**src/rtl/pwom_ram.sv**
```systemverilog
// Single-port-write, single-port-read memory with registered read data.
// Used for the coefficient table and the two boundary lists. No dependencies.
module pwom_ram #(
  parameter int DEPTH = 64,
  parameter int WIDTH = 13,
  parameter int AW    = (DEPTH > 1) ? $clog2(DEPTH) : 1
) (
  input  logic             clk_i,
  input  logic             we_i,
  input  logic [AW-1:0]    waddr_i,
  input  logic [WIDTH-1:0] wdata_i,
  input  logic             re_i,
  input  logic [AW-1:0]    raddr_i,
  output logic [WIDTH-1:0] rdata_o
);

  logic [WIDTH-1:0] mem_q [DEPTH];
  logic [WIDTH-1:0] rdata_q;

  // Write port
  always_ff @(posedge clk_i) begin
    if (we_i) begin
      mem_q[waddr_i] <= wdata_i;
    end
  end

  // Registered read port
  always_ff @(posedge clk_i) begin
    if (re_i) begin
      rdata_q <= mem_q[raddr_i];
    end
  end

  assign rdata_o = rdata_q;

endmodule

```
**config.mk**
```make
export PLATFORM = sky130hd
export DESIGN_NAME = pwom_ram
export DESIGN_NICKNAME = d
export VERILOG_FILES = /design/src/rtl/pwom_ram.sv
export SDC_FILE = /design/constraint.sdc
export NUM_CORES = 1
export LEC_CHECK = 0
export BUFFER_PORTS_ARGS = -buffer_cell sky130_fd_sc_hd__buf_4
export CAP_MARGIN = 10
export CORE_UTILIZATION = 40
export DETAILED_ROUTE_END_ITERATION = 7
export PLACE_DENSITY = 0.63
export SLEW_MARGIN = 10
export SYNTH_ARGS = -nofsm -noshare
export SYNTH_HDL_FRONTEND = slang
export SYNTH_SLANG_ARGS = --single-unit
export TNS_END_PERCENT = 100
```
**constraint.sdc**
```tcl
create_clock -name clk_i -period 4.73 [get_ports clk_i]
set_clock_uncertainty 0.1 [all_clocks]
set_input_delay 0.2365 -clock clk_i [delete_from_list [all_inputs] [get_ports clk_i]]
set_output_delay 0.2365 -clock clk_i [all_outputs]
set_load 0.03 [all_outputs]
```
# Yosys cells after proc, flatten, opt, wreduce, memory -nomap -nowiden

Memory sizes are Yosys's and may differ from the RTL's. A register that Yosys moved wholly into a read port is not among the register bits.
Cells that the tools add are included.

Divide/modulo/power cells: 0
Mux-type cells: 2
Shift operators: 0
Add/sub/neg operators: 0
$lt $le $gt $ge: 0
Reduce and logical (&&, ||, !) cells: 0
Bitwise logic cells: 0
Equality and inequality tests: 0
Multipliers: 0

Operators by type and width:

| operator | count |
|---|---|
| $mux W1  | 2 |

Latch bits: 0
Bits in registers: 0
Logic and storage cells: 3
Memory bits (writable): 832
Output and inout port bits: 13
Input port bits: 28
Bits in read-only memories: 0
Memories: 1

Memories:

| memory | words | width | read ports | clocked after memory_dff | wr ports | line | RTL |
|---|---|---|---|---|---|---|---|
| mem_q  | 64    | 13    | 1          | 1                        | 1        | 17   | `logic [WIDTH-1:0] mem_q [DEPTH];` |

# Depth between registers and ports, before layout

Gate-level depths: netlist of run 1.

Depth in word-level cells: 2
Depth in mapped cells: 9
Mapped depth without buffers: 5

# Worst setup path before layout of run 1

No wires, ideal clock.

Path type: input-to-reg
Start point: in raddr_i[1]
End point: reg rdata_q[11] (netlist: rdata_o[11]) (read register of mem_q) (data pin)
Slack: 2.482 ns
Stages on the path: 7
Path buffers: 3
Arrival: 1.879 ns
Path through: buf_4 > buf_4 > clkbuf_1 > mux4_2 > mux4_2 > o21ai_0 > o31ai_1

RTL lines:

| item            | line | RTL |
|---|---|---|
| start, declared | 13   | `input logic [AW-1:0] raddr_i,` |
| end, declared   | 18   | `logic [WIDTH-1:0] rdata_q;` |

==> results of run 1 <==
==> path summary, 6_finish.rpt <==
check / start / end / slack [ns]
hold reg to reg: mem_q[22][7]$_DFFE_PP_ / rdata_o[7]$_DFFE_PP_ / 0.77
setup reg to reg: mem_q[54][11]$_DFFE_PP_ / rdata_o[11]$_DFFE_PP_ / 2.36
hold / removal: wdata_i[10] / mem_q[45][10]$_DFFE_PP_ / 0.08
setup / recovery: raddr_i[0] / rdata_o[7]$_DFFE_PP_ / 2.07
==> synth_stat cells, drive strengths merged <==
| cell type | n |
|---|---|
| o221ai | 15 |
| a2111oi | 3 |
| nand3b | 4 |
| edfxtp | 845 |
| a221o | 2 |
| a221oi | 2 |
| o21ai | 11 |
| nand4b | 1 |
| inv | 2 |
| o2bb2ai | 2 |
| o22ai | 3 |
| o22a | 1 |
| buf | 51 |
| clkinv | 1 |
| a211o | 1 |
| and2 | 2 |
| nand2b | 5 |
| or3b | 1 |
| mux2i | 39 |
| nor2 | 71 |
| or3 | 1 |
| or2 | 1 |
| a32oi | 1 |
| a311oi | 1 |
| o211ai | 1 |
| nand3 | 6 |
| nor3b | 1 |
| nor3 | 2 |
| mux4 | 223 |
| clkbuf | 25 |
| nand4 | 2 |
| nand2 | 14 |
| a22oi | 9 |
| and3 | 1 |
| mux2 | 3 |
| o31ai | 8 |
| a21oi | 10 |
| nor2b | 19 |
| a211oi | 12 |
==> area by class of cell <==
cell class	instances	area [um2]
Clock inverter	54	412.9
Fill cell	6647	43470
Inverter	3	11.26
Tap cell	1060	1326
Timing Repair Buffer	116	969.7
Sequential cell	845	25370
Clock buffer	94	2161
Multi-Input combinational cell	478	6696
==> sequential cells by signal, summed over array words and instances (netlist names) <==
name,cells
mem_q,832
rdata_o,13
==> routing by layer <==
| metal | track usage, % | vias up | wire length [um] | part of all wire (%) |
|---|---|---|---|---|
| met5 | 0 | - | 19 | 0.025 |
| met1 | 26.43 | 8214 | 32020 | 43 |
| met3 | 3.246 | 101 | 5069 | 6.8 |
| met2 | 28.78 | 598 | 36050 | 48 |
| li1 | - | 6237 | - | - |
| met4 | 5.585 | 2 | 1667 | 2.2 |
==> power breakdown <==
part | switching, mW | total, mW | leakage (nW) | internal, mW
Sequential | 0.0247 | 8.33 | 7.61 | 8.31
Combinational | 0.481 | 0.772 | 2.61 | 0.291
Clock | 2.71 | 6.31 | 1.26 | 3.60
Total | 3.22 | 15.4 | 11.5 | 12.2
==> through the flow <==
step / worst slack, ns / hold WS (ns) / cell area [um2] / std cells / utilization (%)
global route: 1.942 / 0.09073 / 36950 / 2650 / 45.95
CTS: 2.046 / 0.06638 / 36950 / 2650 / 45.95
detailed placement: 1.405 / 0.5383 / 34340 / 2498 / 42.70
floorplan: 2.482 / 0.2354 / 32470 / 1402 / -
finish: 2.069 / 0.08320 / 36950 / 2650 / 45.95
global placement: 1.402 / 0.5397 / 34340 / 2498 / 42.70
==> cell usage in the layout, fill, tap and decap left out, types with 15 or more instances in the layout <==
master,netlist,layout
edfxtp_1,845,845
nor2b_1,19,19
mux4_2,223,223
clkbuf_16,0,85
o221ai_1,15,15
clkinv_1,1,24
mux2i_1,39,39
buf_4,17,104
clkinv_2,0,18
nor2_1,71,57
==> cell families (layout without fill, tap and decap cells) <==
group	after synthesis	after routing
mux	265	265
compound gates	82	82
buf+inv	79	267
simple gates	131	131
flops	845	845
==> impl.org, run 1 <==
** Global route
- Across every metal layer, demand over resource in global routing totals between 10% and 20%.
- Largest net degree at the start of global routing :: 65
- After global routing the overflow that remains totals 0.
- Number of antenna violations at the first check in global routing :: 3
- Number of global-route vias before repair :: 15170
- Wire length of the first global-routing pass :: ~110000 um

** Detailed routing
- In this run the remaining antenna-violating nets after routing total 0.
- After detailed routing, the total wire length is between 70000 and 80000 um.
- 1st-pass router iterations :: 6
- After detailed routing, the number of vias per cell comes to 5.718.
- Post-detailed-route DRC marker count :: 0
- Wirelength per Cell :: around 28 um
- Vias post-DR :: roughly 15000
- After the first detailed-routing iteration, the DRC count stood at between 1500 and 2000.

** Clocking
- Clock sink count :: 845
- Clock Pin Slew Worst Setup and Hold Paths :: about 0.06 ns
- Clock tree from TritonCTS :: yes
- Number of gates resized after CTS :: 0
- No sink is reached through more buffers than the 3 on the longest clock path.
- In this run, CTS created clock tree buffers numbering between 80 and 90.
- Worst-skew pair later-pin latency :: roughly 0.62 ns
- Clock tree synthesis selected as its root buffer the cell clkbuf_16.
- In this run the post-CTS setup repair buffer count came out at 0.
- The clock tree synthesis step divided the H-tree into 3 levels.
- After clock tree synthesis, the flow added hold-fix buffers numbering 4.

** Worst setup path
- Number of buffer and inverter instances along the worst setup path :: 3
- Crit path launch type :: input port
- Critical path class :: in2reg
- Sequence of cells on the critical path :: buf_8, buf_12, buf_4, mux4_2, nor2b_1, a211oi_1, a2111oi_0, o2bb2ai_1
- In this design, the stage delay of the slowest critical-path cell is between 0.5 and 0.6 ns.
- Peak fanout along the critical path :: between 40 and 50
- Data on the critical path arrives at its endpoint at roughly 2.9 ns.
- The critical path runs through a total of 8 cells.
- Worst reg2reg path depth :: 4
- STA classifies the critical path endpoint as a register.
- Broken down by cell family, the worst path's largest delay share belongs to buffers and inverters.
- The largest individual stage delay along the critical path comes from the cell a211oi_1.
- Data on the critical path is required at its endpoint by between 5 and 6 ns.

** Min path
- The worst hold path belongs to the class in2reg.
- Hold path cells :: 1

** Pwr
- Cell leakage power :: 11.49 nW
- After layout, the design draws a total of between 15 and 20 mW.
- VDD sags by at most between 200 and 250 uV.
- P per Cell Area :: 417.2 nW/um2

** Floorplan
- In this run the vertical extent of the chip is around 290 um.
- For this design the top-level I/O count stands at between 40 and 50.
- Initial core utilization :: 40.38%
- Total core area :: between 80000 and 90000 um2
- Measured along the x axis, the die boundary spans 286.9 um.
- In this run the core area contains roughly 100 standard-cell rows.
- The die covers a little over 80000 um2.

** Yosys
- Multiplexer cells account for between 15 and 20% of the synthesized area.
- In this run the cell area of the synthesized design comes to ~32000 um2.
- Largest family of logic cells by synthesized area :: multiplexers
- Counting every net in the synthesized netlist gives ~1400.
- In this run, synthesis produced a sequential element count of between 800 and 900.
- Sequential elements use between 70% and 80% of the synthesized area.
- Yosys mapped the design onto 43 distinct sky130hd cell types.
- Share of Yosys cell area claimed by the top area cell type :: between 70% and 80%
- Share of the synthesized area in compound gates (AO/OA/AOI/OAI) :: under 10%
- Avg Synthesized Cell Area :: 23.16 um2
- Ranked by total cell area, the synthesized netlist is headed by edfxtp_1 (78%), mux4_2 (15%), mux2i_1 (1.2%).
- After Yosys synthesis, XOR and XNOR cells account for 0% of the synthesized area.
- After Yosys synthesis, and, or, nand and nor cells account for under 10% of the synthesized area.
- After Yosys synthesis, full adders, half adders and majority gates account for 0% of the synthesized area.
- Post-synth top area cell :: edfxtp_1
- Cell count after synthesis :: between 1000 and 1500
- Number of warnings printed during yosys synthesis :: 0

** STA
- Crit share post-route :: a little under three fifths
- Static timing analysis puts the maximum clock frequency at between 0.3 and 0.4 GHz.
- The routed design could run at a clock period as short as about 2.7 ns.
- Relative slew slack :: between 20 and 25%
- Final total negative setup slack :: 0 ns
- Worst-margin pin slew :: around 1.1 ns
- The number of max-slew violations in the final report is 0.
- Final hold violation count :: 0
- Final setup vio count :: 0
- Setup repair after global routing missed its margin :: false

** Layout
- Syn-to-layout area delta :: 13.79%
- ANT cells :: 0
- Cells with a size suffix above 1 make up 29.69% of the layout.
- At the end of the flow, the number of nets in the layout was 1556.

** Place
- At the end of routability-driven placement, the weighted congestion stood at roughly 0.78.
- The HPWL after detailed placement is between 40000 and 50000 um.
- Buffers placed on the I/O ports in this run total 40.

** Job
- Max-cap viol count :: 0

** Run status
- Status :: completed
No activity file was read; power rests on OpenSTA's default activity.
==> inputs of run 2 (changes only) <==
==> constraint.sdc (replaced) <==
create_clock -name clk_i -period 2.5 [get_ports clk_i]
set_clock_uncertainty 0.1 [all_clocks]
set_input_delay 0.125 -clock clk_i [delete_from_list [all_inputs] [get_ports clk_i]]
set_output_delay 0.125 -clock clk_i [all_outputs]
set_load 0.03 [all_outputs]
==> impl.org, run 2 (synthesized netlist as in run 1, its figures left out) <==
** Place
- The congestion estimate from routability-driven global placement came to around 0.82.
- Quantity of I/O buffers inserted on ports :: 40
- DP Wirelength :: about 45000 um
- Place WS :: -0.1740 ns

** Clocking
- For this design, the sink count on the clock tree is approximately 850.
- In this run, CTS created clock tree buffers numbering 83.
- In this run the deepest clock path goes through 3 buffers.
- Clock tree synthesis selected as its root buffer the cell clkbuf_16.
- The number of gates resized after CTS was 0.
- Clock Pin Slew Worst Setup and Hold Paths :: 0.06 ns
- Worst-skew pair later-pin latency :: between 0.6 and 0.7 ns
- Clock tree from TritonCTS :: yes
- The H-tree was split into 3 levels.

** Min path
- The path with the worst hold slack has its endpoint at mem_q[27][11]$_DFFE_PP_.
- Along the worst hold path, the cell count comes to 1.
- Kind of path behind the tightest hold check :: in2reg
- The worst hold path begins at wdata_i[11].

** STA
- Final hold violation count :: 0
- Setup repair after global routing missed its margin :: false
- Setup violations remaining at the end of the flow were counted as 0.
- Relative slew slack :: between 30% and 40%
- The worst path meets setup with 0.1478 ns of slack.
- Subtracting the final worst setup slack from the clock period gives around 2.4 ns.
- The number of max-slew violations in the final report is 0.
- Crit share post-route :: between 90% and 100%
- Worst-margin pin slew :: 0.9549 ns
- FMAX :: 0.4251 GHz

** Worst setup path
- The worst setup path is launched from a register.
- R2r startpoint :: mem_q[51][12]$_DFFE_PP_
- The endpoint identified for the worst register-to-register timing path is rdata_o[12]$_DFFE_PP_.
- The critical path goes through mux4_2, mux4_2, o21ai_1, buf_4, o31ai_1.
- Critical Path Slowest Stage Cell :: mux4_2
- The worst setup path is of the reg2reg kind.
- Reg2Reg Setup Slack :: 0.15 ns
- Most prevalent standard cell on the critical path :: mux4_2
- Worst endpoint data arrival time :: roughly 2.6 ns
- The worst setup path is captured at a register.
- Peak fanout along the critical path :: 1
- Crit path required time :: 2.74 ns
- Number of buffer and inverter instances along the worst setup path :: 1
- The worst register-to-register path has a depth of 5.
- Grouping stages by cell kind, the critical path spends the most delay in multiplexers.
- On the worst path, the slowest cell contributes a delay of 0.53 ns.

** Floorplan
- Initial core utilization :: 40.38%
- Chip Height :: 286.9 um
- Measured along the x axis, the die boundary spans between 200 and 300 um.
- Total core area :: around 80000 um2
- The die covers 82330 um2.
- Total I/O pin count :: 41
- The initialized floorplan defines roughly 100 standard-cell rows.

** Detailed routing
- 1st-pass router iterations :: 5
- Vias post-DR :: roughly 15000
- WL final :: 74030 um
- Post-detailed-route DRC marker count :: 0
- DR iter-0 viols :: around 1500
- In the final routed layout, each cell accounts on average for 26.98 um.
- Detail Route Antenna Nets :: 0
- Ratio of routed vias to standard cells :: between 5 and 6

** Global route
- Number of global-route vias before repair :: roughly 16000
- After global routing the overflow that remains totals 0.
- M3 GR Usage :: under 10%
- For this run, global-route usage on met2 was measured as between 20% and 30%.
- Wire length of the first global-routing pass :: around 110000 um
- In the global route stage, met1 resource usage came out at about a quarter.
- The global routing stage identified its most utilized layer as met2.
- Entering global routing, the biggest net connects 65 pins.
- Global routing used 18.28% of the available tracks.
- Number of antenna violations at the first check in global routing :: 0

** Layout
- In the layout the commonest cells are edfxtp_1 (845), mux4_2 (223), buf_4 (168).
- Syn-to-layout area delta :: 16.81%
- Largest reg by FF count :: mem_q
- Most common cell after layout, fill and taps aside :: edfxtp_1
- Max reg flops :: between 800 and 900
- Nets@finish :: ~1600
- Layout cell share with drive strength beyond 1 :: a little under a third

** Pwr
- Sum of internal, switching and leakage power :: just under 30 mW
- P per Cell Area :: around 780 nW/um2
- Cell leakage power :: around 12 nW
- VDD sags by at most between 500 and 600 uV.

** Run status
- The run finished with clean final reports.

** Job
- Max-cap viol count :: 0
[run 2: cell count changes in the layout (fill, tap and decap cells not counted), sizes merged]
| cell | before | now |
|---|---|---|
| dlygate4sd3 | 4 | 15 |
| buf | 111 | 193 |
| clkinv | 43 | 31 |
| bufinv | 6 | 8 |
| diode | 0 | 2 |
| clkbuf | 95 | 108 |
| inv | 4 | 3 |
| clkinvlp | 4 | 1 |
[run 2: stage by stage]
stage,cell area (um2),util [%],std cells,hold WS (ns),setup TNS (ns)
6_report,37930,47.17,2744,0.02544,0
2_1_floorplan,32470,-,1402,0.1239,0
4_1_cts,37930,47.16,2742,0.01596,0
3_5_place_dp,35140,43.70,2580,0.4117,-0.5519
3_3_place_gp,35140,43.70,2580,0.4142,-0.4510
5_1_grt,37930,47.16,2742,0.04209,0
[run 2: worst max-delay path by stage]
stage | slack, ns | end | from | cells after the start
finish | 0.15 | rdata_o[12]$_DFFE_PP_ | mem_q[51][12]$_DFFE_PP_ | 5
global route | 0.14 | rdata_o[12]$_DFFE_PP_ | mem_q[51][12]$_DFFE_PP_ | 5
CTS | 0.13 | rdata_o[12]$_DFFE_PP_ | mem_q[51][12]$_DFFE_PP_ | 5
detailed placement | -0.17 | rdata_o[5]$_DFFE_PP_ | raddr_i[0] | 8
global placement | -0.13 | rdata_o[8]$_DFFE_PP_ | raddr_i[0] | 7
floorplan | 0.36 | rdata_o[11]$_DFFE_PP_ | raddr_i[1] | 7
[run 2: metal layers]
metal,vias up,routed length (um)
li1,6418,-
met1,8355,32030
met2,521,35690
met3,76,4930
met4,0,1382
met5,-,0
[run 2: cell type report]
type	instances	area, um2
clock inverter	40	381.6
tap	1060	1326
sequential	845	25370
clock buffer	107	2252
multi-input combinational	478	6661
timing repair buffer	209	1921
inverter	3	11.26
fill	6542	42480
antenna	2	5.005
[run 2: where the power goes]
part           switching (mW)  total [mW]  internal, mW
logic                   0.926        1.60         0.676
registers              0.0399        15.8          15.7
clock network            5.06        12.2          7.15
[run 2: worst register-to-register path, stage by stage, from the launching register on]
cell and delay, ns:
edfxtp_1 0.37, mux4_2 0.51, mux4_2 0.53, o21ai_1 0.33, buf_4 0.19, o31ai_1 0.06
[run 2: timing repair]
action / in CTS / in global routing
hold endpoints to repair: 335 / 0
setup buffers: 0 / 0
hold buffers: 15 / 0
